--- src/hw/rtl/fwsc_pkg.sv ---
`timescale 1ns / 1ps
`default_nettype none

package fwsc_pkg;

    localparam int FRAME_W = 31;
    localparam int KEY_W   = 32;
    localparam int LEFT_W  = 5;
    localparam int RIGHT_W = 4;
    localparam int BOUND_W = 34;
    localparam int SLOT_W  = 4;

    localparam logic [1:0] OP_CACHE   = 2'd0;
    localparam logic [1:0] OP_LOOKUP  = 2'd1;
    localparam logic [1:0] OP_SET_KEY = 2'd2;

    localparam logic CFG_WINDOW_LEFT  = 1'b0;
    localparam logic CFG_WINDOW_RIGHT = 1'b1;

    localparam logic signed [KEY_W-1:0]   KEY_RESET   = -32'sd1;
    localparam logic signed [LEFT_W-1:0]  LEFT_RESET  = -5'sd7;
    localparam logic        [RIGHT_W-1:0] RIGHT_RESET = 4'd8;

    typedef struct packed {
        logic [1:0]               opcode;
        logic [FRAME_W-1:0]       frame_number;
        logic signed [KEY_W-1:0]  new_key_frame;
    } req_t;

    typedef struct packed {
        logic              status;
        logic [SLOT_W-1:0] slot_index;
        logic              was_hit;
    } rsp_t;

    typedef struct packed {
        logic match;
        logic stale;
    } cmp_res_t;

    typedef enum logic [1:0] {
        ST_IDLE,
        ST_SCAN,
        ST_FINISH
    } state_t;

endpackage

`default_nettype wire

--- src/hw/rtl/fwsc_ram.sv ---
`timescale 1ns / 1ps
`default_nettype none

module fwsc_ram #(
    parameter int WIDTH = 31,
    parameter int DEPTH = 16
) (
    input  wire logic                                 clk,
    input  wire logic                                 we,
    input  wire logic [(DEPTH > 1 ? $clog2(DEPTH) : 1)-1:0] waddr,
    input  wire logic [WIDTH-1:0]                     wdata,
    input  wire logic                                 re,
    input  wire logic [(DEPTH > 1 ? $clog2(DEPTH) : 1)-1:0] raddr,
    output logic      [WIDTH-1:0]                     rdata
);

    logic [WIDTH-1:0] mem [DEPTH];

    always_ff @(posedge clk)
    begin
        if (we)
        begin
            mem[waddr] <= wdata;
        end
        if (re)
        begin
            rdata <= mem[raddr];
        end
    end

endmodule

`default_nettype wire

--- src/hw/rtl/fwsc_cmp.sv ---
`timescale 1ns / 1ps
`default_nettype none

// one slot against the requested frame and the window bounds
module fwsc_cmp (
    input  wire logic                                  entry_vld,
    input  wire logic [fwsc_pkg::FRAME_W-1:0]          entry_frame,
    input  wire logic [fwsc_pkg::FRAME_W-1:0]          frame,
    input  wire logic signed [fwsc_pkg::BOUND_W-1:0]   lo,
    input  wire logic signed [fwsc_pkg::BOUND_W-1:0]   hi,
    output fwsc_pkg::cmp_res_t                         res
);

    logic signed [fwsc_pkg::BOUND_W-1:0] entry_ext;

    assign entry_ext = $signed({{(fwsc_pkg::BOUND_W - fwsc_pkg::FRAME_W){1'b0}}, entry_frame});

    always_comb
    begin
        res.match = entry_vld && (entry_frame == frame);
        // empty slots count as stale
        res.stale = !entry_vld || (entry_ext < lo) || (entry_ext > hi);
    end

endmodule

`default_nettype wire

--- src/hw/rtl/frame_window_slot_cache_core.sv ---
`timescale 1ns / 1ps
`default_nettype none

// channel   | direction | handshake          | payload
// ----------+-----------+--------------------+--------------------------------
// in        | in        | in_valid/in_stall  | in_data  (opcode, frame, key)
// out       | out       | out_valid/out_stall| out_data (status, slot, hit)
// cfg       | in        | cfg_valid/cfg_ready| cfg_index, cfg_data
//
// cache and lookup: the scan state reads one slot per cycle through the slot ram read port
// into one shared compare unit, then the finish state registers the result; the result
// is valid in the same cycle as the sequencer is back in idle and takes the next request
// set key and unused opcodes: skip the scan and go from idle straight to the finish state
// reset empties every slot at once through per-slot valid bits, no clearing pass
// a stalled output holds the next result in the finish state; in_stall stays high
module frame_window_slot_cache_core #(
    parameter int SLOTS = 16
) (
    input  wire logic                                clk,
    input  wire logic                                rst_n,
    input  wire logic                                in_valid,
    output logic                                     in_stall,
    input  wire fwsc_pkg::req_t                      in_data,
    output logic                                     out_valid,
    input  wire logic                                out_stall,
    output fwsc_pkg::rsp_t                           out_data,
    input  wire logic                                cfg_valid,
    output logic                                     cfg_ready,
    input  wire logic                                cfg_index,
    input  wire logic [fwsc_pkg::LEFT_W-1:0]         cfg_data
);

    localparam int IW = (SLOTS > 1) ? $clog2(SLOTS) : 1;
    localparam int CW = $clog2(SLOTS + 1);
    localparam logic [CW-1:0] CNT_END = CW'(SLOTS);

    fwsc_pkg::state_t state_reg, state_next;

    logic signed [fwsc_pkg::LEFT_W-1:0]   left_reg;
    logic        [fwsc_pkg::RIGHT_W-1:0]  right_reg;
    logic signed [fwsc_pkg::KEY_W-1:0]    key_reg;
    logic signed [fwsc_pkg::BOUND_W-1:0]  lo_reg, hi_reg;
    logic [1:0]                           op_reg;
    logic [fwsc_pkg::FRAME_W-1:0]         frame_reg;

    logic [SLOTS-1:0] vld_reg;
    logic [CW-1:0]    cnt_reg;
    logic             pend_reg;
    logic [IW-1:0]    pidx_reg;
    logic             hit_found_reg, stale_found_reg;
    logic [IW-1:0]    hit_idx_reg, stale_idx_reg;

    logic                      out_valid_reg;
    fwsc_pkg::rsp_t            out_data_reg;
    fwsc_pkg::rsp_t            rsp_next;

    logic                         accept;
    logic                         issue;
    logic                         scan_done;
    logic                         load_out;
    logic                         ram_we;
    logic [fwsc_pkg::FRAME_W-1:0] ram_rdata;
    fwsc_pkg::cmp_res_t           cmp_res;

    assign accept    = in_valid && !in_stall;
    assign issue     = (state_reg == fwsc_pkg::ST_SCAN) && (cnt_reg != CNT_END);
    assign scan_done = (cnt_reg == CNT_END) && !pend_reg;
    assign load_out  = (state_reg == fwsc_pkg::ST_FINISH) && (!out_valid_reg || !out_stall);
    assign cfg_ready = 1'b1;
    assign out_valid = out_valid_reg;
    assign out_data  = out_data_reg;

    fwsc_ram #(
        .WIDTH (fwsc_pkg::FRAME_W),
        .DEPTH (SLOTS)
    ) u_ram (
        .clk   (clk),
        .we    (ram_we),
        .waddr (stale_idx_reg),
        .wdata (frame_reg),
        .re    (issue),
        .raddr (cnt_reg[IW-1:0]),
        .rdata (ram_rdata)
    );

    fwsc_cmp u_cmp (
        .entry_vld   (vld_reg[pidx_reg]),
        .entry_frame (ram_rdata),
        .frame       (frame_reg),
        .lo          (lo_reg),
        .hi          (hi_reg),
        .res         (cmp_res)
    );

    // next state
    always_comb
    begin
        state_next = state_reg;
        unique case (state_reg)
            fwsc_pkg::ST_IDLE:
            begin
                if (accept)
                begin
                    if (in_data.opcode == fwsc_pkg::OP_CACHE ||
                        in_data.opcode == fwsc_pkg::OP_LOOKUP)
                    begin
                        state_next = fwsc_pkg::ST_SCAN;
                    end
                    else
                    begin
                        state_next = fwsc_pkg::ST_FINISH;
                    end
                end
            end
            fwsc_pkg::ST_SCAN:
            begin
                if (scan_done)
                begin
                    state_next = fwsc_pkg::ST_FINISH;
                end
            end
            fwsc_pkg::ST_FINISH:
            begin
                if (load_out)
                begin
                    state_next = fwsc_pkg::ST_IDLE;
                end
            end
            default:
            begin
                state_next = fwsc_pkg::ST_IDLE;
            end
        endcase
    end

    // outputs of the sequencer
    always_comb
    begin
        in_stall = (state_reg != fwsc_pkg::ST_IDLE);
        ram_we   = 1'b0;
        rsp_next = '{status: 1'b1, slot_index: '0, was_hit: 1'b0};
        case (op_reg)
            fwsc_pkg::OP_CACHE:
            begin
                if (hit_found_reg)
                begin
                    rsp_next = '{status: 1'b0, slot_index: fwsc_pkg::SLOT_W'(hit_idx_reg),
                                 was_hit: 1'b1};
                end
                else if (stale_found_reg)
                begin
                    rsp_next = '{status: 1'b0, slot_index: fwsc_pkg::SLOT_W'(stale_idx_reg),
                                 was_hit: 1'b0};
                    ram_we   = load_out;
                end
            end
            fwsc_pkg::OP_LOOKUP:
            begin
                if (hit_found_reg)
                begin
                    rsp_next = '{status: 1'b0, slot_index: fwsc_pkg::SLOT_W'(hit_idx_reg),
                                 was_hit: 1'b1};
                end
            end
            fwsc_pkg::OP_SET_KEY:
            begin
                rsp_next = '{status: 1'b0, slot_index: '0, was_hit: 1'b0};
            end
            default:
            begin
                rsp_next = '{status: 1'b1, slot_index: '0, was_hit: 1'b0};
            end
        endcase
    end

    always_ff @(posedge clk or negedge rst_n)
    begin
        if (!rst_n)
        begin
            state_reg       <= fwsc_pkg::ST_IDLE;
            left_reg        <= fwsc_pkg::LEFT_RESET;
            right_reg       <= fwsc_pkg::RIGHT_RESET;
            key_reg         <= fwsc_pkg::KEY_RESET;
            vld_reg         <= '0;
            cnt_reg         <= '0;
            pend_reg        <= 1'b0;
            hit_found_reg   <= 1'b0;
            stale_found_reg <= 1'b0;
            out_valid_reg   <= 1'b0;
        end
        else
        begin
            state_reg <= state_next;

            if (cfg_valid && cfg_ready)
            begin
                unique case (cfg_index)
                    fwsc_pkg::CFG_WINDOW_LEFT:  left_reg  <= $signed(cfg_data);
                    fwsc_pkg::CFG_WINDOW_RIGHT: right_reg <= cfg_data[fwsc_pkg::RIGHT_W-1:0];
                    default: ;
                endcase
            end

            if (accept)
            begin
                cnt_reg         <= '0;
                pend_reg        <= 1'b0;
                hit_found_reg   <= 1'b0;
                stale_found_reg <= 1'b0;
                if (in_data.opcode == fwsc_pkg::OP_SET_KEY)
                begin
                    key_reg <= in_data.new_key_frame;
                end
            end
            else if (state_reg == fwsc_pkg::ST_SCAN)
            begin
                pend_reg <= issue;
                if (issue)
                begin
                    cnt_reg <= cnt_reg + CW'(1);
                end
                // first match and first stale slot, lowest index wins
                if (pend_reg && cmp_res.match && !hit_found_reg)
                begin
                    hit_found_reg <= 1'b1;
                end
                if (pend_reg && cmp_res.stale && !stale_found_reg)
                begin
                    stale_found_reg <= 1'b1;
                end
            end

            if (ram_we)
            begin
                vld_reg[stale_idx_reg] <= 1'b1;
            end

            if (load_out)
            begin
                out_valid_reg <= 1'b1;
            end
            else if (!out_stall)
            begin
                out_valid_reg <= 1'b0;
            end
        end
    end

    // payload registers
    always_ff @(posedge clk)
    begin
        if (accept)
        begin
            op_reg    <= in_data.opcode;
            frame_reg <= in_data.frame_number;
            lo_reg    <= fwsc_pkg::BOUND_W'(key_reg) + fwsc_pkg::BOUND_W'(left_reg);
            hi_reg    <= fwsc_pkg::BOUND_W'(key_reg)
                         + $signed({{(fwsc_pkg::BOUND_W - fwsc_pkg::RIGHT_W){1'b0}}, right_reg});
        end
        if (issue)
        begin
            pidx_reg <= cnt_reg[IW-1:0];
        end
        if (state_reg == fwsc_pkg::ST_SCAN && pend_reg)
        begin
            if (cmp_res.match && !hit_found_reg)
            begin
                hit_idx_reg <= pidx_reg;
            end
            if (cmp_res.stale && !stale_found_reg)
            begin
                stale_idx_reg <= pidx_reg;
            end
        end
        if (load_out)
        begin
            out_data_reg <= rsp_next;
        end
    end

    a_scan_bound: assert property (@(posedge clk) disable iff (!rst_n)
        (state_reg == fwsc_pkg::ST_SCAN) |-> (cnt_reg <= CNT_END))
        else $error("scan counter beyond slot count");

    a_claim_only_on_miss: assert property (@(posedge clk) disable iff (!rst_n)
        ram_we |-> (!hit_found_reg && stale_found_reg && op_reg == fwsc_pkg::OP_CACHE))
        else $error("slot claimed without a stale slot or despite a hit");

    a_claim_sets_valid: assert property (@(posedge clk) disable iff (!rst_n)
        ram_we |=> vld_reg[$past(stale_idx_reg)])
        else $error("claimed slot not marked valid");

    a_hit_implies_ok: assert property (@(posedge clk) disable iff (!rst_n)
        (load_out && rsp_next.was_hit) |-> !rsp_next.status)
        else $error("hit reported with failure status");

    a_accept_leaves_idle: assert property (@(posedge clk) disable iff (!rst_n)
        accept |=> (state_reg != fwsc_pkg::ST_IDLE))
        else $error("request accepted but sequencer stayed idle");

endmodule

`default_nettype wire
--- config.mk ---
export PLATFORM = sky130hd
export DESIGN_NAME = frame_window_slot_cache_core
export DESIGN_NICKNAME = d
export VERILOG_FILES = /design/src/hw/rtl/fwsc_pkg.sv /design/src/hw/rtl/fwsc_ram.sv /design/src/hw/rtl/fwsc_cmp.sv /design/src/hw/rtl/frame_window_slot_cache_core.sv
export SDC_FILE = /design/constraint.sdc
export NUM_CORES = 1
export LEC_CHECK = 0
export BUFFER_PORTS_ARGS = -buffer_cell sky130_fd_sc_hd__buf_2
export CORE_UTILIZATION = 40
export DETAILED_ROUTE_END_ITERATION = 12
export HOLD_SLACK_MARGIN = 0.06
export SYNTH_ARGS = -nofsm -noshare
export SYNTH_HDL_FRONTEND = slang
export SYNTH_SLANG_ARGS = --single-unit
--- constraint.sdc ---
create_clock -name clk -period 8.3 [get_ports clk]
set_clock_uncertainty 0.15 [all_clocks]
set_input_delay 0.83 -clock clk [delete_from_list [all_inputs] [get_ports clk]]
set_output_delay 0.83 -clock clk [all_outputs]
set_load 0.05 [all_outputs]
==> results of run 1 <==
-- per-layer routing --
layer / global-route usage / vias up / part of all wire
met5: 0 / - / 0
met4: 0.04885 / 0 / 0.017
met3: 0.02510 / 89 / 0.054
met2: 0.2900 / 443 / 0.48
met1: 0.2623 / 8142 / 0.45
li1: - / 6813 / -
-- synth_stat cells (28+ instances only) --
cell and n:
dfstp_2 36, a21oi_1 47, mux4_2 159, nor2_1 57, nand2_1 55, nand4_1 28
inv_1 78, xor2_1 46, mux2_2 41, xnor2_1 44, ha_1 99, edfxtp_1 644
dfrtp_1 32
-- how the worst max path moves through the flow --
stage	startpoint	endpoint	slack, ns	cells after the start
detailed placement	out_stall	u_ram.mem[0][9]	4.24	6
finish	hit_found_reg	u_ram.mem[0][10]	4.43	5
CTS	hit_found_reg	u_ram.mem[1][12]	4.42	5
floorplan	out_stall	u_ram.mem[0][0]	3.74	4
global route	hit_found_reg	u_ram.mem[0][4]	4.22	5
global placement	out_stall	u_ram.mem[0][5]	4.31	6
-- report_power, final --
part | internal (mW) | switching [mW] | total [mW]
Sequential | 4.63 | 0.570 | 5.20
Combinational | 1.36 | 1.60 | 2.96
Clock | 2.19 | 1.41 | 3.61
Total | 8.18 | 3.59 | 11.8
-- worst register-to-register path, delay by kind of cell (launching register included) --
kind,cells,cell delay (ns)
buffers and inverters,1,0.50
flip-flops,1,0.43
AND/OR/NAND/NOR,4,2.40
-- metrics by stage --
step | hold slack, ns | utilization
floorplan | 0.2731 | -
global placement | 0.2982 | 0.4271
detailed placement | 0.2986 | 0.4271
CTS | 0.2053 | 0.4633
global route | 0.2191 | 0.4633
finish | 0.2218 | 0.4633
-- final cells by class --
cell class              instances  area share
diodes                          1  0.00007255
clock buffers                  97     0.06355
clock inverters                43     0.01462
inverters                      78    0.008560
multi-input cells             803      0.2502
flip-flops and latches        712      0.6116
well taps                     969     0.03515
repair buffers                102     0.01625
-- cell families (layout without fill, tap and decap cells) --
logic type               count (synthesis)  after routing  synth area share
multiplexers                           202            202            0.1350
XOR/XNOR                                90             90           0.02619
AO/OA/AOI/OAI                          154            154           0.03554
adder cells (fa/ha/maj)                101            101           0.04248
other                                    1              2         0.0001246
AND/OR/NAND/NOR                        255            255           0.04377
flip-flops                             712            712            0.7004
buffers and inverters                  129            320           0.01650
==> results.sh, run 1 <==
export IMPL_status="finished, final reports clean"
export IMPL_final_common_cell="edfxtp_1"
export IMPL_ir_drop_v=0.0001489
export IMPL_routabilityCongestion=0.8846
export IMPL_maxSlewHeadroom=0.1605
export IMPL_cp_required_ns=8.40
export IMPL_crit_arrival_ns=3.97
export IMPL_synth_edff_count=644
export IMPL_design_power_total_mw=11.77
export IMPL_fp_dieArea_um2=76360
export IMPL_synth_area_per_cell_um2=18.31
export IMPL_path_max_fanout=23
export IMPL_die_x_um=276.3
export IMPL_layout_common_cells="edfxtp_1 (644), mux4_2 (159), ha_1 (99)"
export IMPL_num_io_pins=85
export IMPL_dp_slack_ns=4.242
export IMPL_crit_type="reg2reg"
export IMPL_reg2reg_to="u_ram.mem[0][10]"
export IMPL_r2r_start="hit_found_reg"
export IMPL_regArea_um2=21100
export IMPL_grt_use_total=0.1818
export IMPL_max_freq_mhz=258.6
export IMPL_drc=0
export IMPL_synth_cells=1644
export IMPL_endpoint_kind="register"
export IMPL_synth_top_flop_cell="edfxtp_1"
export IMPL_area_growth_pct=14.59
export IMPL_max_clock_path_buffers=3
export IMPL_synth_seq_cells=712
export IMPL_hp_class="in2async"
export IMPL_netlist_cell_type_count=68
export IMPL_die_h_um=276.3
export IMPL_ys_warn_count=0
export IMPL_vias=15490
export IMPL_cts_htree_levels=3
export IMPL_io_buffers=83
export IMPL_avgRoutedWirePerCell_um=24.39
export IMPL_drt_wl_total_um=68420
export IMPL_hold_viol=0
export IMPL_clkLatencyLatePin_ns=0.63
export IMPL_grt_start_max_net_pins=73
export IMPL_worstPathCellList="nor4b_1, nand2_1, or3_1, nor3_2, buf_4"
export IMPL_r2r_cells=5
export IMPL_cts_made_buffers=78
export IMPL_grt_pass1_vias=16200
export IMPL_power_leakage_nw=11.88
export IMPL_drive_above_1_share=0.2779
export IMPL_cp_top_family="simple AND/OR/NAND/NOR gates"
export IMPL_dpl_cell_area_um2=31800
export IMPL_cp_start_kind="register"
export IMPL_cpPeakStageDelay_ns=1.07
export IMPL_cts_resized=0
export IMPL_cts_tree="done"
export IMPL_gr_total_overflow=0
export IMPL_ant_nets=0
export IMPL_setup_tns_ns=0
export IMPL_dpl_hpwl_um=44300
export IMPL_fin_crit_ns=3.866
export IMPL_multi_input_area_um2=8632
export IMPL_setup_viol_count_final=0
export IMPL_placedCellCount=2664
export IMPL_antenna_found_initial=3
export IMPL_path_clk_slew_ns=0.06
export IMPL_synth_nets=1821
export IMPL_floorplan_initialDensity=0.4044
export IMPL_core_um2=74450
export IMPL_path_buf_inv=1
export IMPL_synthTopCellsByArea="edfxtp_1 (64%), mux4_2 (12%), ha_1 (4.1%)"
export IMPL_n_fill_cell=6223
export IMPL_setup_ws_ns=4.434
export IMPL_fin_crit_sh=0.4658
export IMPL_largest_reg_flops=496
export IMPL_maxSlewViolCount=0
export IMPL_drv_cap=0
export IMPL_rows=100
export IMPL_numClockSinks=712
export IMPL_yosys_area_top_type="edfxtp_1"
export IMPL_syn_area_um2=30100
export IMPL_nets=1952
export IMPL_cts_setup_buffers=0
export IMPL_yosysTopAreaCellShare=0.6424
export IMPL_power_density_nw_per_um2=341.2
export IMPL_dr_pass1_iters=6
export IMPL_grt_setup_unrepaired="false"
export IMPL_fin_cells=2805
export IMPL_seq_area_frac_synth=0.7004
export IMPL_slowest_stage="nor4b_1"
export IMPL_ctsHoldBuffers=0
export IMPL_drt_iter0_drc=1126
export IMPL_detail_route_vias_per_cell=5.521
export IMPL_r2r_slack_ns=4.43
export IMPL_max_slew_worst_pin_slew_ns=1.242
export IMPL_cts_root_buf="clkbuf_16"
export IMPL_synthArstFlopShare=0.09551
export IMPL_grt_pass1_wl_um=103600
export IMPL_final_area_um2=34490
No activity file was read; power rests on OpenSTA's default activity.
==> inputs of run 2 (changes only) <==
==> constraint.sdc (replaced) <==
create_clock -name clk -period 3.95 [get_ports clk]
set_clock_uncertainty 0.15 [all_clocks]
set_input_delay 0.395 -clock clk [delete_from_list [all_inputs] [get_ports clk]]
set_output_delay 0.395 -clock clk [all_outputs]
set_load 0.05 [all_outputs]
==> run 2 against run 1 <==
Against the previous run:
- count of clock-buffer cells in the layout down 1
- via count up 2.7%
- maximum frequency up 17%
- combinational power increased by 120%
- sequential power up 110%
- power is 100% higher
- non-clock buffer count up 105
- worst setup slack worse by 3.8 ns
- critical path depth rose by 5
- first-iteration DRC count grew 36%
- global-route usage rose by 1.0 points
- die area is the same
- critical endpoint is now lo_reg[28]
==> results.sh, run 2 (synthesis gave the netlist of run 1 again) <==
export IMPL_p_switching_mw=7.431
export IMPL_max_slew_worst_pin_slew_ns=1.005
export IMPL_dr_pass1_iters=5
export IMPL_detail_route_vias_per_cell=5.471
export IMPL_grt_use_total=0.1921
export IMPL_floorplan_initialDensity=0.4044
export IMPL_grt_start_max_net_pins=121
export IMPL_setup_ws_ns=0.6558
export IMPL_routabilityCongestion=0.8199
export IMPL_largest_reg_flops=496
export IMPL_cp_required_ns=4.16
export IMPL_p_int_mw=16.67
export IMPL_pwr_share_clk=0.287
export IMPL_cp_start_kind="register"
export IMPL_cts_root_buf="clkbuf_16"
export IMPL_maxSlewViolCount=0
export IMPL_grt_pass1_vias=16660
export IMPL_cts_made_buffers=76
export IMPL_numClockSinks=712
export IMPL_hp_class="in2reg"
export IMPL_dpl_hpwl_um=42530
export IMPL_grt_setup_unrepaired="false"
export IMPL_crit_type="reg2reg"
export IMPL_hold_depth=3
export IMPL_drt_iter0_drc=1532
export IMPL_avgRoutedWirePerCell_um=24.74
export IMPL_drc=0
export IMPL_finalCoreUtilization=0.4748
export IMPL_path_clk_slew_ns=0.06
export IMPL_die_h_um=276.3
export IMPL_ir_drop_v=0.0003349
export IMPL_p_comb_frac=0.265
export IMPL_clkLatencyLatePin_ns=0.64
export IMPL_drive_above_1_share=0.2693
export IMPL_ctsHoldBuffers=75
export IMPL_rows=100
export IMPL_p_sw_frac=0.3083
export IMPL_r2r_cells=10
export IMPL_layout_common_cells="edfxtp_1 (644), mux4_2 (159), ha_1 (99)"
export IMPL_dp_slack_ns=0.6183
export IMPL_fin_crit_sh=0.8340
export IMPL_max_freq_mhz=303.6
export IMPL_num_io_pins=85
export IMPL_crit_arrival_ns=3.51
export IMPL_vias=15900
export IMPL_final_common_cell="edfxtp_1"
export IMPL_path_max_fanout=17
export IMPL_cts_tree="done"
export IMPL_cts_resized=0
export IMPL_endpoint_kind="register"
export IMPL_setup_viol_count_final=0
export IMPL_design_power_total_mw=24.10
export IMPL_p_seq_frac=0.448
export IMPL_maxSlewHeadroom=0.3236
export IMPL_drv_cap=0
export IMPL_cts_setup_buffers=0
export IMPL_cpPeakStageDelay_ns=0.71
export IMPL_core_um2=74450
export IMPL_nets=2055
export IMPL_ant_nets=0
export IMPL_area_growth_pct=17.43
export IMPL_cts_htree_levels=3
export IMPL_grt_pass1_wl_um=108200
export IMPL_io_buffers=83
export IMPL_hold_viol=0
export IMPL_n_fill_cell=6140
export IMPL_setup_tns_ns=0
export IMPL_die_x_um=276.3
export IMPL_fin_crit_ns=3.294
export IMPL_power_leakage_nw=12.26
export IMPL_gr_total_overflow=0
export IMPL_power_density_nw_per_um2=681.8
export IMPL_slowest_stage="dfstp_2"
export IMPL_worstPathCellList="buf_4, ha_1, and4_1, nand3_1, nor2b_1, a32oi_1, a21oi_1, nor3_1, o21bai_1, xor2_1"
export IMPL_status="finished, final reports clean"
export IMPL_drt_wl_total_um=71920
export IMPL_max_clock_path_buffers=3
export IMPL_diodes=0
export IMPL_antenna_found_initial=1
export IMPL_fp_dieArea_um2=76360
run 2: cell count changes in the layout (fill, tap and decap cells not counted), sizes merged:
| cell | previous run | this run |
|---|---|---|
| diode | 1 | 0 |
| buf | 102 | 132 |
| clkinv | 24 | 35 |
| clkbuf | 97 | 96 |
| dlygate4sd3 | 0 | 75 |
| clkinvlp | 6 | 1 |
| bufinv | 10 | 3 |
run 2: final timing paths:
path | start | slack (ns) | end
max | left_reg[4] | 0.66 | lo_reg[28]
min | cfg_valid | 0.10 | right_reg[2]
max reg2reg | left_reg[4] | 0.66 | lo_reg[28]
min reg2reg | vld_reg[7] | 0.32 | vld_reg[7]
max in group asynchronous | rst_n | 2.63 | cnt_reg[0]
min in group asynchronous | rst_n | 0.20 | right_reg[2]
run 2: cell type report:
type                       count  area (um^2)  area share
sequential                   712        21100      0.5967
clock inverter                42        352.8    0.009981
clock buffer                  96         2062     0.05833
timing repair buffer         207         1674     0.04736
tap                          969         1212     0.03430
inverter                      78        296.5    0.008388
multi-input combinational    803         8657      0.2449
run 2: metrics by stage:
stage / instance area (um^2) / hold slack (ns) / std cells
floorplan: 30130 / -0.05059 / 1644
global placement: 32180 / 0.2952 / 2694
detailed placement: 32180 / 0.2971 / 2694
CTS: 35350 / 0.06967 / 2907
global route: 35350 / 0.1044 / 2907
finish: 35350 / 0.1002 / 2907
run 2: power groups by stage:
stage,combinational [mW],sequential [mW],clock (mW)
after detailed placement,6.36,10.9,0
after floorplan,4.66,10.5,0
after global placement,6.35,10.9,0
after CTS,6.50,10.8,7.06
after global routing,7.07,10.9,7.31
final,6.40,10.8,6.91
run 2: critical path, delay by kind of cell, from the launching register on:
| kind | cells | cell delay (ns) |
|---|---|---|
| fa+ha+maj | 1 | 0.35 |
| buf+inv | 1 | 0.31 |
| compound gates | 3 | 0.65 |
| simple gates | 4 | 0.72 |
| xor+xnor | 1 | 0.15 |
| flops | 1 | 0.71 |
run 2: per-layer routing:
layer / GRT usage / vias to the layer above / part of all wire
met5: 0 / - / 0
met4: 0.05271 / 0 / 0.023
met3: 0.03228 / 114 / 0.048
met2: 0.3133 / 431 / 0.48
met1: 0.2665 / 8341 / 0.45
li1: - / 7017 / -
==> inputs of run 3 (changes only) <==
==> constraint.sdc (replaced) <==
create_clock -name clk -period 3.4 [get_ports clk]
set_clock_uncertainty 0.15 [all_clocks]
set_input_delay 0.34 -clock clk [delete_from_list [all_inputs] [get_ports clk]]
set_output_delay 0.34 -clock clk [all_outputs]
set_load 0.05 [all_outputs]
==> run 3 against run 2 <==
Against the previous run:
- global-route usage fell by 0.18 points
- power rose by 17%
- count of clock-buffer cells in the layout fell by 1
- non-clock buffer count rose by 23
- hold slack improved by 0.016 ns
- largest cell class unchanged
- die area did not move
- worst setup slack got worse by 0.49 ns
==> results.sh, run 3 (synthesis gave the netlist of run 1 again) <==
export IMPL_diodes=0
export IMPL_drt_wl_total_um=71420
export IMPL_hp_class="in2reg"
export IMPL_endpoint_kind="register"
export IMPL_r2r_slack_ns=0.17
export IMPL_cts_setup_buffers=0
export IMPL_regArea_um2=21100
export IMPL_path_max_fanout=15
export IMPL_grt_use_total=0.1902
export IMPL_die_x_um=276.3
export IMPL_numClockSinks=712
export IMPL_cp_start_kind="register"
export IMPL_nets=2079
export IMPL_drt_iter0_drc=1206
export IMPL_multi_input_area_um2=8685
export IMPL_maxSlewViolCount=0
export IMPL_ir_drop_v=0.0003833
export IMPL_power_density_nw_per_um2=790.6
export IMPL_clkLatencyLatePin_ns=0.63
export IMPL_fp_dieArea_um2=76360
export IMPL_drv_cap=0
export IMPL_crit_arrival_ns=3.44
export IMPL_cts_tree="done"
export IMPL_design_power_total_mw=28.13
export IMPL_path_clk_slew_ns=0.06
export IMPL_cpPeakStageDelay_ns=0.73
export IMPL_avgRoutedWirePerCell_um=24.34
export IMPL_hold_viol=0
export IMPL_r2r_cells=10
export IMPL_slowest_stage="dfstp_2"
export IMPL_crit_type="reg2reg"
export IMPL_rows=100
export IMPL_fin_crit_ns=3.232
export IMPL_max_freq_mhz=309.4
export IMPL_grt_pass1_wl_um=107500
export IMPL_cts_root_buf="clkbuf_16"
export IMPL_dr_pass1_iters=5
export IMPL_final_common_cell="edfxtp_1"
export IMPL_grt_setup_unrepaired="false"
export IMPL_die_h_um=276.3
export IMPL_drc=0
export IMPL_fin_crit_sh=0.9505
export IMPL_core_um2=74450
export IMPL_gr_total_overflow=0
export IMPL_grt_pass1_vias=16770
export IMPL_cts_made_buffers=77
export IMPL_dpl_hpwl_um=45090
export IMPL_setup_viol_count_final=0
export IMPL_layout_common_cells="edfxtp_1 (644), mux4_2 (159), ha_1 (99)"
export IMPL_drive_above_1_share=0.2784
export IMPL_vias=15990
export IMPL_cp_depth=10
export IMPL_cts_htree_levels=3
export IMPL_largest_reg_flops=496
export IMPL_path_buf_inv=1
export IMPL_floorplan_initialDensity=0.4044
export IMPL_setup_tns_ns=0
export IMPL_max_clock_path_buffers=3
export IMPL_routabilityCongestion=0.8362
export IMPL_detail_route_vias_per_cell=5.450
export IMPL_num_io_pins=85
export IMPL_hold_depth=4
export IMPL_grt_start_max_net_pins=87
export IMPL_cp_top_family="flip-flops"
export IMPL_cp_required_ns=3.61
export IMPL_ant_nets=0
export IMPL_area_growth_pct=18.18
export IMPL_worstPathCellList="buf_4, ha_1, and4_1, nand3_1, nor2b_1, a32oi_1, a21oi_1, nor3_1, o21bai_1, xor2_1"
export IMPL_io_buffers=83
export IMPL_n_fill_cell=6217
export IMPL_antenna_found_initial=0
export IMPL_holdWs_ns=0.1166
export IMPL_power_leakage_nw=12.40
export IMPL_status="finished, final reports clean"
export IMPL_finalCoreUtilization=0.4778
export IMPL_maxSlewHeadroom=0.5037
export IMPL_max_slew_worst_pin_slew_ns=0.7351
-- run 3: area by class of cell --
class	instances	area share
clock buffer	95	0.05807
clock inverter	47	0.01027
inverter	78	0.008336
multi-input combinational	803	0.2441
sequential	712	0.5930
tap	969	0.03408
timing repair buffer	230	0.05212
-- run 3: worst paths after layout --
kind	startpoint	end
min in group asynchronous	rst_n	right_reg[2]
max reg2reg	left_reg[4]	lo_reg[28]
max	left_reg[4]	lo_reg[28]
min	cfg_valid	left_reg[1]
min reg2reg	vld_reg[8]	vld_reg[8]
max in group asynchronous	rst_n	key_reg[27]
-- run 3: report_power, final --
| group | switching, mW | internal (mW) |
|---|---|---|
| Combinational | 4.07 | 3.53 |
| Clock | 3.44 | 4.58 |
| Sequential | 1.20 | 11.3 |
-- run 3: worst register-to-register path: cells and delay by family (launching register included) --
family | cells | cell delay [ns]
XOR/XNOR | 1 | 0.16
AND/OR/NAND/NOR | 4 | 0.67
buffers and inverters | 1 | 0.30
flip-flops | 1 | 0.73
adder cells (fa/ha/maj) | 1 | 0.34
AO/OA/AOI/OAI | 3 | 0.62
-- run 3: per-stage QoR --
step	cells	worst slack, ns	instance area [um^2]
floorplan	1644	-0.1339	30140
global placement	2714	-0.2591	32330
detailed placement	2714	-0.2536	32330
CTS	2934	0.09882	35570
global route	2934	0.003102	35570
finish	2934	0.1683	35570
-- run 3: metal layers --
metal	GRT usage	up-vias	wire length, um
met3	0.02805	110	3350
met4	0.05085	0	1554
li1	-	7067	-
met2	0.3198	433	35490
met5	0	-	0
met1	0.2587	8381	31030
-- run 3: repair_timing --
action                                  CTS  global route
hold buffers                             78             0
gates resized for setup                   3             1
endpoints found under the hold margin   128             0
endpoints found under the setup margin    5             4
